$ cat config.mk
export PLATFORM = sky130hd
export DESIGN_NAME = text_encoding_and_eol_sniffer_top_flat
export DESIGN_NICKNAME = d
export VERILOG_FILES = /design/src/tesn_pkg.sv /design/src/tesn_byte_if.sv /design/src/tesn_result_if.sv /design/src/text_encoding_and_eol_sniffer_top.sv /design/src/tesn_count.sv /design/src/tesn_decide.sv /design/src/flat_wrapper.sv
export SDC_FILE = /design/constraint.sdc
export NUM_CORES = 1
export LEC_CHECK = 0
export ABC_AREA = 0
export BUFFER_PORTS_ARGS = -buffer_cell sky130_fd_sc_hd__buf_2
export CORE_ASPECT_RATIO = 1.2
export CORE_MARGIN = 8
export CORE_UTILIZATION = 35
export CTS_BUF_LIST = sky130_fd_sc_hd__clkbuf_8
export DETAILED_ROUTE_END_ITERATION = 6
export SLEW_MARGIN = 20
export SYNTH_ARGS = -nofsm -noshare
export SYNTH_HDL_FRONTEND = slang
export SYNTH_SLANG_ARGS = --single-unit
$ cat constraint.sdc
create_clock -name clk -period 14.5 [get_ports clk]
set_clock_uncertainty 0.1 [all_clocks]
set_input_delay 1.45 -clock clk [delete_from_list [all_inputs] [get_ports clk]]
set_output_delay 1.45 -clock clk [all_outputs]
set_load 0.01 [all_outputs]
$ cat src/tesn_pkg.sv
// Shared types and constants for the text encoding and end-of-line sniffer.
// Used by the result channel interface and every module of the block.
package tesn_pkg;

  localparam int WINDOW_BYTES = 4096;

  localparam int POS_W  = $clog2(WINDOW_BYTES);
  localparam int BW_W   = $clog2(WINDOW_BYTES + 1);
  localparam int PAIR_W = $clog2(WINDOW_BYTES / 2 + 1);

  localparam logic [POS_W-1:0] LAST_POS = POS_W'(WINDOW_BYTES - 1);

  localparam logic [7:0] CH_CR = 8'd13;
  localparam logic [7:0] CH_LF = 8'd10;

  localparam int CODE_W = 3;

  typedef enum logic [2:0] {
    ENC_BINARY    = 3'd0,
    ENC_UTF8      = 3'd1,
    ENC_UTF8_BOM  = 3'd2,
    ENC_U16BE     = 3'd3,
    ENC_U16BE_BOM = 3'd4,
    ENC_U16LE     = 3'd5,
    ENC_U16LE_BOM = 3'd6
  } enc_t;

  // Also used as "ending index plus one" for a classified lead byte.
  typedef enum logic [2:0] {
    EOL_NONE = 3'd0,
    EOL_CR   = 3'd1,
    EOL_CRLF = 3'd2,
    EOL_LF   = 3'd3,
    EOL_LFCR = 3'd4
  } eol_t;

  typedef enum logic [1:0] {
    MARK_NONE = 2'd0,
    MARK_UTF8 = 2'd1,
    MARK_BE   = 2'd2,
    MARK_LE   = 2'd3
  } mark_t;

  typedef struct packed {
    logic [7:0] data_byte;
    logic       is_last;
  } byte_item_t;

  // Counts of one finished window, handed from the counters to the decision stage.
  typedef struct packed {
    mark_t                      mark;
    logic [PAIR_W-1:0]          even_zeros;
    logic [PAIR_W-1:0]          odd_zeros;
    logic [BW_W-1:0]            ctrl_count;
    logic [3:0][BW_W-1:0]       bw_counts;
    logic [3:0][PAIR_W-1:0]     be_counts;
    logic [3:0][PAIR_W-1:0]     le_counts;
  } tally_t;

endpackage

$ cat src/tesn_byte_if.sv
// Input byte channel: valid/ready handshake carrying one window byte.
interface tesn_byte_if;
  logic       valid;
  logic       ready;
  logic [7:0] data_byte;
  logic       is_last;

  modport source (output valid, output data_byte, output is_last, input ready);
  modport sink   (input valid, input data_byte, input is_last, output ready);
endinterface

$ cat src/tesn_result_if.sv
// Result channel: valid/ready handshake carrying encoding and line-end codes.
// Depends on tesn_pkg for the code width.
interface tesn_result_if;
  import tesn_pkg::*;
  logic              valid;
  logic              ready;
  logic [CODE_W-1:0] encoding_code;
  logic [CODE_W-1:0] line_end_code;

  modport source (output valid, output encoding_code, output line_end_code, input ready);
  modport sink   (input valid, input encoding_code, input line_end_code, output ready);
endinterface

$ cat src/text_encoding_and_eol_sniffer_top.sv
// Top level of the text encoding and end-of-line sniffer: input register,
// per-byte counters and the decision stage. Depends on tesn_pkg and the channel interfaces.
//
// Bytes of a text window enter one per cycle, back to back, with is_last on
// the final byte; a window also closes by itself at its WINDOW_BYTES-th byte.
// Each byte updates shallow counters, so the sustained rate is one byte per
// clock. After the closing byte's transfer it passes the input register, its
// counts are caught in a snapshot register, and the decision stage registers
// the single result (encoding code and line-end code) for output. The next
// window's bytes are taken meanwhile; only a closing byte waits, and only
// while an earlier result still sits unread in both the snapshot and output
// registers.
module text_encoding_and_eol_sniffer_top (
  input  logic          clk,
  input  logic          rst,
  tesn_byte_if.sink     text,
  tesn_result_if.source verdict
);
  import tesn_pkg::*;

  logic       held_valid;
  byte_item_t held;
  logic       held_take;
  logic       snap_valid;
  tally_t     snap;
  logic       snap_take;

  assign text.ready = !held_valid || held_take;

  always_ff @(posedge clk) begin
    if (rst) begin
      held_valid <= 1'b0;
    end else if (text.valid && text.ready) begin
      held_valid <= 1'b1;
    end else if (held_take) begin
      held_valid <= 1'b0;
    end
  end

  // Capture each transfer into the input register
  always_ff @(posedge clk) begin
    if (text.valid && text.ready) begin
      held.data_byte <= text.data_byte;
      held.is_last   <= text.is_last;
    end
  end

  tesn_count u_count (
    .clk        (clk),
    .rst        (rst),
    .item_valid (held_valid),
    .item       (held),
    .item_take  (held_take),
    .snap_valid (snap_valid),
    .snap       (snap),
    .snap_take  (snap_take)
  );

  tesn_decide u_decide (
    .clk        (clk),
    .rst        (rst),
    .snap_valid (snap_valid),
    .snap       (snap),
    .snap_take  (snap_take),
    .result     (verdict)
  );

endmodule

$ cat src/tesn_count.sv
// Per-byte counters: byte-order mark, zero and control counts, line endings
// in the byte-wise and both UTF-16 layouts. Snapshots the counts at window end.
// Depends on tesn_pkg.
module tesn_count (
  input  logic                clk,
  input  logic                rst,
  input  logic                item_valid,
  input  tesn_pkg::byte_item_t item,
  output logic                item_take,
  output logic                snap_valid,
  output tesn_pkg::tally_t    snap,
  input  logic                snap_take
);
  import tesn_pkg::*;

  function automatic logic is_control(input logic [7:0] b);
    is_control = (b != 8'd0) && ((b <= 8'd8) || ((b >= 8'd14) && (b <= 8'd31)));
  endfunction

  function automatic eol_t classify(input logic [7:0] lead, input logic zero_hi,
                                    input logic [7:0] nxt);
    eol_t c;
    c = EOL_NONE;
    if (lead == CH_CR) begin
      c = (zero_hi && nxt == CH_LF) ? EOL_CRLF : EOL_CR;
    end else if (lead == CH_LF) begin
      c = (zero_hi && nxt == CH_CR) ? EOL_LFCR : EOL_LF;
    end
    classify = c;
  endfunction

  logic [POS_W-1:0]      pos;
  logic [3:0][7:0]       recent;
  mark_t                 mark;
  logic [PAIR_W-1:0]     even_zeros;
  logic [PAIR_W-1:0]     odd_zeros;
  logic [BW_W-1:0]       ctrl_count;
  logic [3:0][BW_W-1:0]  bw_counts;
  logic [3:0][PAIR_W-1:0] be_counts;
  logic [3:0][PAIR_W-1:0] le_counts;
  eol_t                  pend_be;
  eol_t                  pend_le;

  logic [3:0][7:0]       recent_next;
  mark_t                 mark_next;
  logic [PAIR_W-1:0]     even_zeros_next;
  logic [PAIR_W-1:0]     odd_zeros_next;
  logic [BW_W-1:0]       ctrl_count_next;
  logic [3:0][BW_W-1:0]  bw_counts_next;
  logic [3:0][PAIR_W-1:0] be_counts_next;
  logic [3:0][PAIR_W-1:0] le_counts_next;
  eol_t                  pend_be_next;
  eol_t                  pend_le_next;

  eol_t code_bw, be_bump, le_bump, fin_be, fin_le, fin_bw_a, fin_bw_b;
  logic pair_step;
  logic win_end;

  always_comb begin
    recent_next = {item.data_byte, recent[3], recent[2], recent[1]};
    win_end     = item.is_last || (pos == LAST_POS);

    mark_next = mark;
    if (pos == POS_W'(1)) begin
      if (recent_next[2] == 8'd254 && recent_next[3] == 8'd255) begin
        mark_next = MARK_BE;
      end else if (recent_next[2] == 8'd255 && recent_next[3] == 8'd254) begin
        mark_next = MARK_LE;
      end
    end else if (pos == POS_W'(2)) begin
      if (recent_next[1] == 8'd239 && recent_next[2] == 8'd187 &&
          recent_next[3] == 8'd191) begin
        mark_next = MARK_UTF8;
      end
    end

    code_bw = (pos >= POS_W'(2)) ? classify(recent_next[1], 1'b1, recent_next[2]) : EOL_NONE;

    even_zeros_next = even_zeros;
    odd_zeros_next  = odd_zeros;
    ctrl_count_next = ctrl_count;
    if (pos[0]) begin
      if (recent_next[2] == 8'd0) begin
        even_zeros_next = even_zeros + PAIR_W'(1);
      end
      if (recent_next[3] == 8'd0) begin
        odd_zeros_next = odd_zeros + PAIR_W'(1);
      end
      ctrl_count_next = ctrl_count + BW_W'(is_control(recent_next[2]))
                                   + BW_W'(is_control(recent_next[3]));
    end

    // A pair ending is committed one pair late, once its follower pair is seen
    pair_step    = pos[0] && (pos >= POS_W'(3));
    be_bump      = pair_step ? pend_be : EOL_NONE;
    le_bump      = pair_step ? pend_le : EOL_NONE;
    pend_be_next = pend_be;
    pend_le_next = pend_le;
    if (pair_step) begin
      pend_be_next = (recent_next[0] == 8'd0) ?
        classify(recent_next[1], recent_next[2] == 8'd0, recent_next[3]) : EOL_NONE;
      pend_le_next = (recent_next[1] == 8'd0) ?
        classify(recent_next[0], recent_next[3] == 8'd0, recent_next[2]) : EOL_NONE;
    end

    // Window close: flush pending pair endings if any mark, trailing leads if a UTF-8 mark
    fin_be   = (win_end && mark_next != MARK_NONE) ? pend_be_next : EOL_NONE;
    fin_le   = (win_end && mark_next != MARK_NONE) ? pend_le_next : EOL_NONE;
    fin_bw_a = (win_end && mark_next == MARK_UTF8) ?
               classify(recent_next[2], 1'b1, recent_next[3]) : EOL_NONE;
    fin_bw_b = (win_end && mark_next == MARK_UTF8) ?
               classify(recent_next[3], 1'b1, 8'd0) : EOL_NONE;

    for (int i = 0; i < 4; i++) begin
      bw_counts_next[i] = bw_counts[i]
        + BW_W'(code_bw  == eol_t'(3'(i + 1)))
        + BW_W'(fin_bw_a == eol_t'(3'(i + 1)))
        + BW_W'(fin_bw_b == eol_t'(3'(i + 1)));
      be_counts_next[i] = be_counts[i]
        + PAIR_W'(be_bump == eol_t'(3'(i + 1)))
        + PAIR_W'(fin_be  == eol_t'(3'(i + 1)));
      le_counts_next[i] = le_counts[i]
        + PAIR_W'(le_bump == eol_t'(3'(i + 1)))
        + PAIR_W'(fin_le  == eol_t'(3'(i + 1)));
    end
  end

  // A closing byte waits until the snapshot slot is free
  assign item_take = item_valid && (!win_end || !snap_valid || snap_take);

  always_ff @(posedge clk) begin
    if (rst) begin
      pos        <= '0;
      recent     <= '0;
      mark       <= MARK_NONE;
      even_zeros <= '0;
      odd_zeros  <= '0;
      ctrl_count <= '0;
      bw_counts  <= '0;
      be_counts  <= '0;
      le_counts  <= '0;
      pend_be    <= EOL_NONE;
      pend_le    <= EOL_NONE;
      snap_valid <= 1'b0;
    end else begin
      if (snap_valid && snap_take) begin
        snap_valid <= 1'b0;
      end
      if (item_take) begin
        if (win_end) begin
          pos        <= '0;
          recent     <= '0;
          mark       <= MARK_NONE;
          even_zeros <= '0;
          odd_zeros  <= '0;
          ctrl_count <= '0;
          bw_counts  <= '0;
          be_counts  <= '0;
          le_counts  <= '0;
          pend_be    <= EOL_NONE;
          pend_le    <= EOL_NONE;
          snap_valid <= 1'b1;
        end else begin
          pos        <= pos + POS_W'(1);
          recent     <= recent_next;
          mark       <= mark_next;
          even_zeros <= even_zeros_next;
          odd_zeros  <= odd_zeros_next;
          ctrl_count <= ctrl_count_next;
          bw_counts  <= bw_counts_next;
          be_counts  <= be_counts_next;
          le_counts  <= le_counts_next;
          pend_be    <= pend_be_next;
          pend_le    <= pend_le_next;
        end
      end
    end
  end

  always_ff @(posedge clk) begin
    if (item_take && win_end) begin
      snap.mark       <= mark_next;
      snap.even_zeros <= even_zeros_next;
      snap.odd_zeros  <= odd_zeros_next;
      snap.ctrl_count <= ctrl_count_next;
      snap.bw_counts  <= bw_counts_next;
      snap.be_counts  <= be_counts_next;
      snap.le_counts  <= le_counts_next;
    end
  end

  a_clear_after_end: assert property (@(posedge clk) disable iff (rst)
    item_take && win_end |=> pos == '0 && snap_valid)
    else $error("counters not cleared after window end");

  a_fresh_window: assert property (@(posedge clk) disable iff (rst)
    pos == '0 |-> mark == MARK_NONE && pend_be == EOL_NONE && pend_le == EOL_NONE)
    else $error("stale state at window start");

  a_snap_hold: assert property (@(posedge clk) disable iff (rst)
    snap_valid && !snap_take |=> snap_valid && $stable(snap))
    else $error("snapshot changed before it was taken");

endmodule

$ cat src/tesn_decide.sv
// Decision stage: picks the encoding from the window counts, then the line-end
// style from the matching layout, and holds the result for the output transfer.
// Depends on tesn_pkg and tesn_result_if.
module tesn_decide (
  input  logic             clk,
  input  logic             rst,
  input  logic             snap_valid,
  input  tesn_pkg::tally_t snap,
  output logic             snap_take,
  tesn_result_if.source    result
);
  import tesn_pkg::*;

  // Highest count wins, the earlier style wins a tie, all zero is unknown
  function automatic eol_t pick_eol(input logic [3:0][BW_W-1:0] c);
    logic [BW_W-1:0] best;
    eol_t            code;
    best = c[0];
    code = EOL_CR;
    if (c[1] > best) begin best = c[1]; code = EOL_CRLF; end
    if (c[2] > best) begin best = c[2]; code = EOL_LF;   end
    if (c[3] > best) begin best = c[3]; code = EOL_LFCR; end
    pick_eol = (best == '0) ? EOL_NONE : code;
  endfunction

  enc_t                 enc;
  eol_t                 eol;
  logic [3:0][BW_W-1:0] layout;

  always_comb begin
    case (snap.mark)
      MARK_UTF8: enc = ENC_UTF8_BOM;
      MARK_BE:   enc = ENC_U16BE_BOM;
      MARK_LE:   enc = ENC_U16LE_BOM;
      default: begin
        if (snap.even_zeros < (snap.odd_zeros >> 3)) begin
          enc = ENC_U16LE;
        end else if (snap.odd_zeros < (snap.even_zeros >> 3)) begin
          enc = ENC_U16BE;
        end else if (snap.ctrl_count == '0) begin
          enc = ENC_UTF8;
        end else begin
          enc = ENC_BINARY;
        end
      end
    endcase

    for (int i = 0; i < 4; i++) begin
      case (enc)
        ENC_U16BE, ENC_U16BE_BOM: layout[i] = BW_W'(snap.be_counts[i]);
        ENC_U16LE, ENC_U16LE_BOM: layout[i] = BW_W'(snap.le_counts[i]);
        default:                  layout[i] = snap.bw_counts[i];
      endcase
    end

    eol = (enc == ENC_BINARY) ? EOL_NONE : pick_eol(layout);
  end

  assign snap_take = !result.valid || result.ready;

  always_ff @(posedge clk) begin
    if (rst) begin
      result.valid <= 1'b0;
    end else if (snap_take) begin
      result.valid <= snap_valid;
    end
  end

  always_ff @(posedge clk) begin
    if (snap_take && snap_valid) begin
      result.encoding_code <= enc;
      result.line_end_code <= eol;
    end
  end

  a_bom_utf8: assert property (@(posedge clk) disable iff (rst)
    snap_valid && snap_take && snap.mark == MARK_UTF8 |=>
      result.valid && result.encoding_code == ENC_UTF8_BOM)
    else $error("UTF-8 mark not reported");

  a_binary_no_eol: assert property (@(posedge clk) disable iff (rst)
    result.valid && result.encoding_code == ENC_BINARY |-> result.line_end_code == EOL_NONE)
    else $error("line-end style reported for binary data");

  a_load_only_on_snap: assert property (@(posedge clk) disable iff (rst)
    !result.valid && !snap_valid |=> !result.valid)
    else $error("result appeared without a window snapshot");

endmodule
$ cat src/flat_wrapper.sv
// flat-port wrapper written by rule: the top's interface ports become plain ports
module text_encoding_and_eol_sniffer_top_flat import tesn_pkg::*;
  (clk, rst, text_valid, text_data_byte, text_is_last, text_ready, verdict_valid, verdict_encoding_code, verdict_line_end_code, verdict_ready);
  tesn_byte_if text_i ();
  tesn_result_if verdict_i ();
  input  logic clk;
  input  logic rst;
  input wire logic [$bits(text_i.valid)-1:0] text_valid;
  input wire logic [$bits(text_i.data_byte)-1:0] text_data_byte;
  input wire logic [$bits(text_i.is_last)-1:0] text_is_last;
  output wire logic [$bits(text_i.ready)-1:0] text_ready;
  output wire logic [$bits(verdict_i.valid)-1:0] verdict_valid;
  output wire logic [$bits(verdict_i.encoding_code)-1:0] verdict_encoding_code;
  output wire logic [$bits(verdict_i.line_end_code)-1:0] verdict_line_end_code;
  input wire logic [$bits(verdict_i.ready)-1:0] verdict_ready;
  assign text_i.valid = text_valid;
  assign text_i.data_byte = text_data_byte;
  assign text_i.is_last = text_is_last;
  assign text_ready = text_i.ready;
  assign verdict_valid = verdict_i.valid;
  assign verdict_encoding_code = verdict_i.encoding_code;
  assign verdict_line_end_code = verdict_i.line_end_code;
  assign verdict_i.ready = verdict_ready;
  text_encoding_and_eol_sniffer_top u_core (.clk(clk), .rst(rst), .text(text_i), .verdict(verdict_i));
endmodule
==> reports/results.ini <==
[yosys]
syn-cell-area_um2=21400
ys_ff_latch=434
ys_seq_area_frac=0.501
syn_inst=2191
synth-edff-count=202
yosys.area.top_type_share=0.283
synth.avg_cell_area_um2=9.77
syn_nets=2296
synth.area.top_cells=edfxtp_1 (28%), dfxtp_1 (22%), a22oi_1 (6.8%), nor2_1 (6.3%), ha_1 (4.4%)
netlist_top_cells_count=nor2_1 (357), dfxtp_1 (232), edfxtp_1 (202), a22oi_1 (193), nand2_1 (178)
synth_cell_types=73
synth_ff_type=dfxtp_1
synthArstFlopShare=0
yosysMostFrequentCell=nor2_1
synth_top_area_cell=edfxtp_1
yosys_warnings=0

[route]
drt_iter0_markers=1513
viasPerCell=5.40
first_pass_iters=7
drt_wl_total_mm=55.4
antenna_left=0
dr_total_vias=16500
drc_errors=3
wire_per_inst_um=18.1

[floorplan]
core_um2=60700
row_count=99
dieWidth_um=242
ios=21
die_area_um2=69300
initial_utilization=0.353
die_height_um=287

[timing]
relSlewSlack=0.302
final_max_slew_viol_count=0
rsz0062_at_grt=false
worstMarginPinSlew_ns=1.05
max_freq_mhz=92.4
totalNegativeSetupSlack_ns=0
finalCritPeriodShare=0.746
finalCriticalPeriod_ns=10.82
hold_viol=0
setup_violations=0

[setup_path]
reg2reg_depth=34
crit_path_end_kind=flop
required_ns=14.79
criticalPathCategory=reg -> reg
critPathMaxStageDelay_ns=0.82
crit_fanout=25
cp.arrival_ns=11.11
critPathSlowestCell=a21o_1
cp_common_cell=ha_1
startpoint_type=flop
r2r_setup_slack_ns=3.68

[clock_tree]
htree_levels=3
cts_tree=built
clkTransAtPathRegs_ns=0.06
clkSinkCount=434
root_buffer=clkbuf_8
cts_buffers=76
cts_setup_buffers=0
cts_resized=0
clock_latency_ns=0.66
cts_hold_repair.buffers=0
clk_path_buf_depth=3

[placed_design]
dp.cells=2922
port_buffers=20
hpwl_mm=37.0
place_congestion=0.864

[finish]
fin_cells=3065
fin_nets=2297
area_growth_pct=11.2
drive_above_1_share=0.0802
final_core_util=0.392
nFillCells=6002

[power_and_ir_drop]
p_leak_uw=0.00954
power.total_uw=2550
ir_worst_vdd_mv=0.0585
p_per_area_nw_per_um2=107

[global_route]
grt_usage=0.155
grt_pass1_wl_mm=88.1
grt_pass1_vias=16100
grt_max_degree=178
grt_antenna_before_repair=1
overflow=0

[min_path]
min_path_cells=2
hold_path_class=reg -> reg

[run_status]
status=finished with violations
violations=DRC

[run]
cap_violations=0

logic make-up after synthesis:
group,after synthesis,share of synthesized area
simple gates,798,0.168
compound gates,492,0.159
flops,434,0.501
buf+inv,184,0.0330
xor+xnor,166,0.0679
fa+ha+maj,92,0.0594
mux,24,0.0120
other cells,1,0.000175
per-stage QoR:
| stage | hold slack (ns) | cell area, um^2 | worst slack, ns |
|---|---|---|---|
| finish | 0.411 | 23800 | 3.68 |
| global route | 0.430 | 23800 | 2.81 |
| CTS | 0.414 | 23800 | 3.80 |
| detailed placement | 0.404 | 22300 | 3.80 |
| global placement | 0.385 | 22300 | 4.13 |
| floorplan | 0.372 | 21400 | 3.55 |
sequential cells by signal (all words and copies together) (netlist names), 9 cells and up:
signal / count
u_core.u_count.snap: 187
u_core.u_count.bw_counts: 52
u_core.u_count.be_counts: 48
u_core.u_count.le_counts: 48
u_core.u_count.recent: 24
u_core.u_count.ctrl_count: 13
u_core.u_count.even_zeros: 12
u_core.u_count.odd_zeros: 12
u_core.u_count.pos: 12
u_core.held: 9
report_power, final:
group	leakage [uW]	internal, uW	total [uW]	switching (uW)
Clock	0.000869	606	1130	524
Sequential	0.00415	1280	1290	6.69
Combinational	0.00453	31.6	124	92.0
placed cells by master, fill, tap and decap left out, types with 11 or more instances in the layout:
cell type	instances
nand3_1	79
nand4_1	25
dfxtp_1	232
mux2i_1	11
mux2_2	13
o21ai_0	90
nor2_1	356
xnor2_1	81
fa_1	16
inv_1	92
xor2_1	85
a222oi_1	21
nor4_1	21
nor3_1	21
clkinv_1	13
edfxtp_1	202
ha_1	76
a21oi_1	92
clkbuf_8	84
buf_2	19
clkinv_2	13
a22oi_1	193
nand2_1	177
buf_4	16
and3_1	53
layer usage:
| layer | track usage | vias up | share of wire |
|---|---|---|---|
| met5 | 0 | - | 0 |
| met4 | 0.0569 | 0 | 0.025 |
| met3 | 0.0242 | 101 | 0.045 |
| met2 | 0.270 | 451 | 0.50 |
| met1 | 0.194 | 8006 | 0.43 |
| li1 | - | 7984 | - |
critical path, delay by kind of cell (launching register included):
kind,cells,cell delay (ns)
and+or+nand+nor,10,2.67
DFF,1,0.36
buffers and inverters,3,0.77
muxes,2,0.81
adders and majority gates,4,1.35
AOI/OAI and AO/OA,15,4.53
area by class of cell:
type / instances / area (um^2) / area share
repair buffers: 37 / 249 / 0.0105
clock buffers: 83 / 1140 / 0.0480
inverters: 70 / 263 / 0.0110
flip-flops and latches: 434 / 10700 / 0.450
clock inverters: 59 / 385 / 0.0162
well taps: 808 / 1010 / 0.0425
multi-input cells: 1573 / 10000 / 0.422
diodes: 1 / 2.50 / 0.000105
final timing paths:
check	from	end
setup reg to reg	u_core.u_count.snap[171]$_DFFE_PP_	u_core.u_decide.result.line_end_code[1]$_SDFFCE_PP0P_
setup / recovery	u_core.u_count.snap[171]$_DFFE_PP_	u_core.u_decide.result.line_end_code[1]$_SDFFCE_PP0P_
hold / removal	u_core.u_count.pos[11]$_SDFFE_PP0P_	u_core.u_count.pos[11]$_SDFFE_PP0P_
hold reg to reg	u_core.u_count.pos[11]$_SDFFE_PP0P_	u_core.u_count.pos[11]$_SDFFE_PP0P_
No activity file was read; power rests on OpenSTA's default activity.
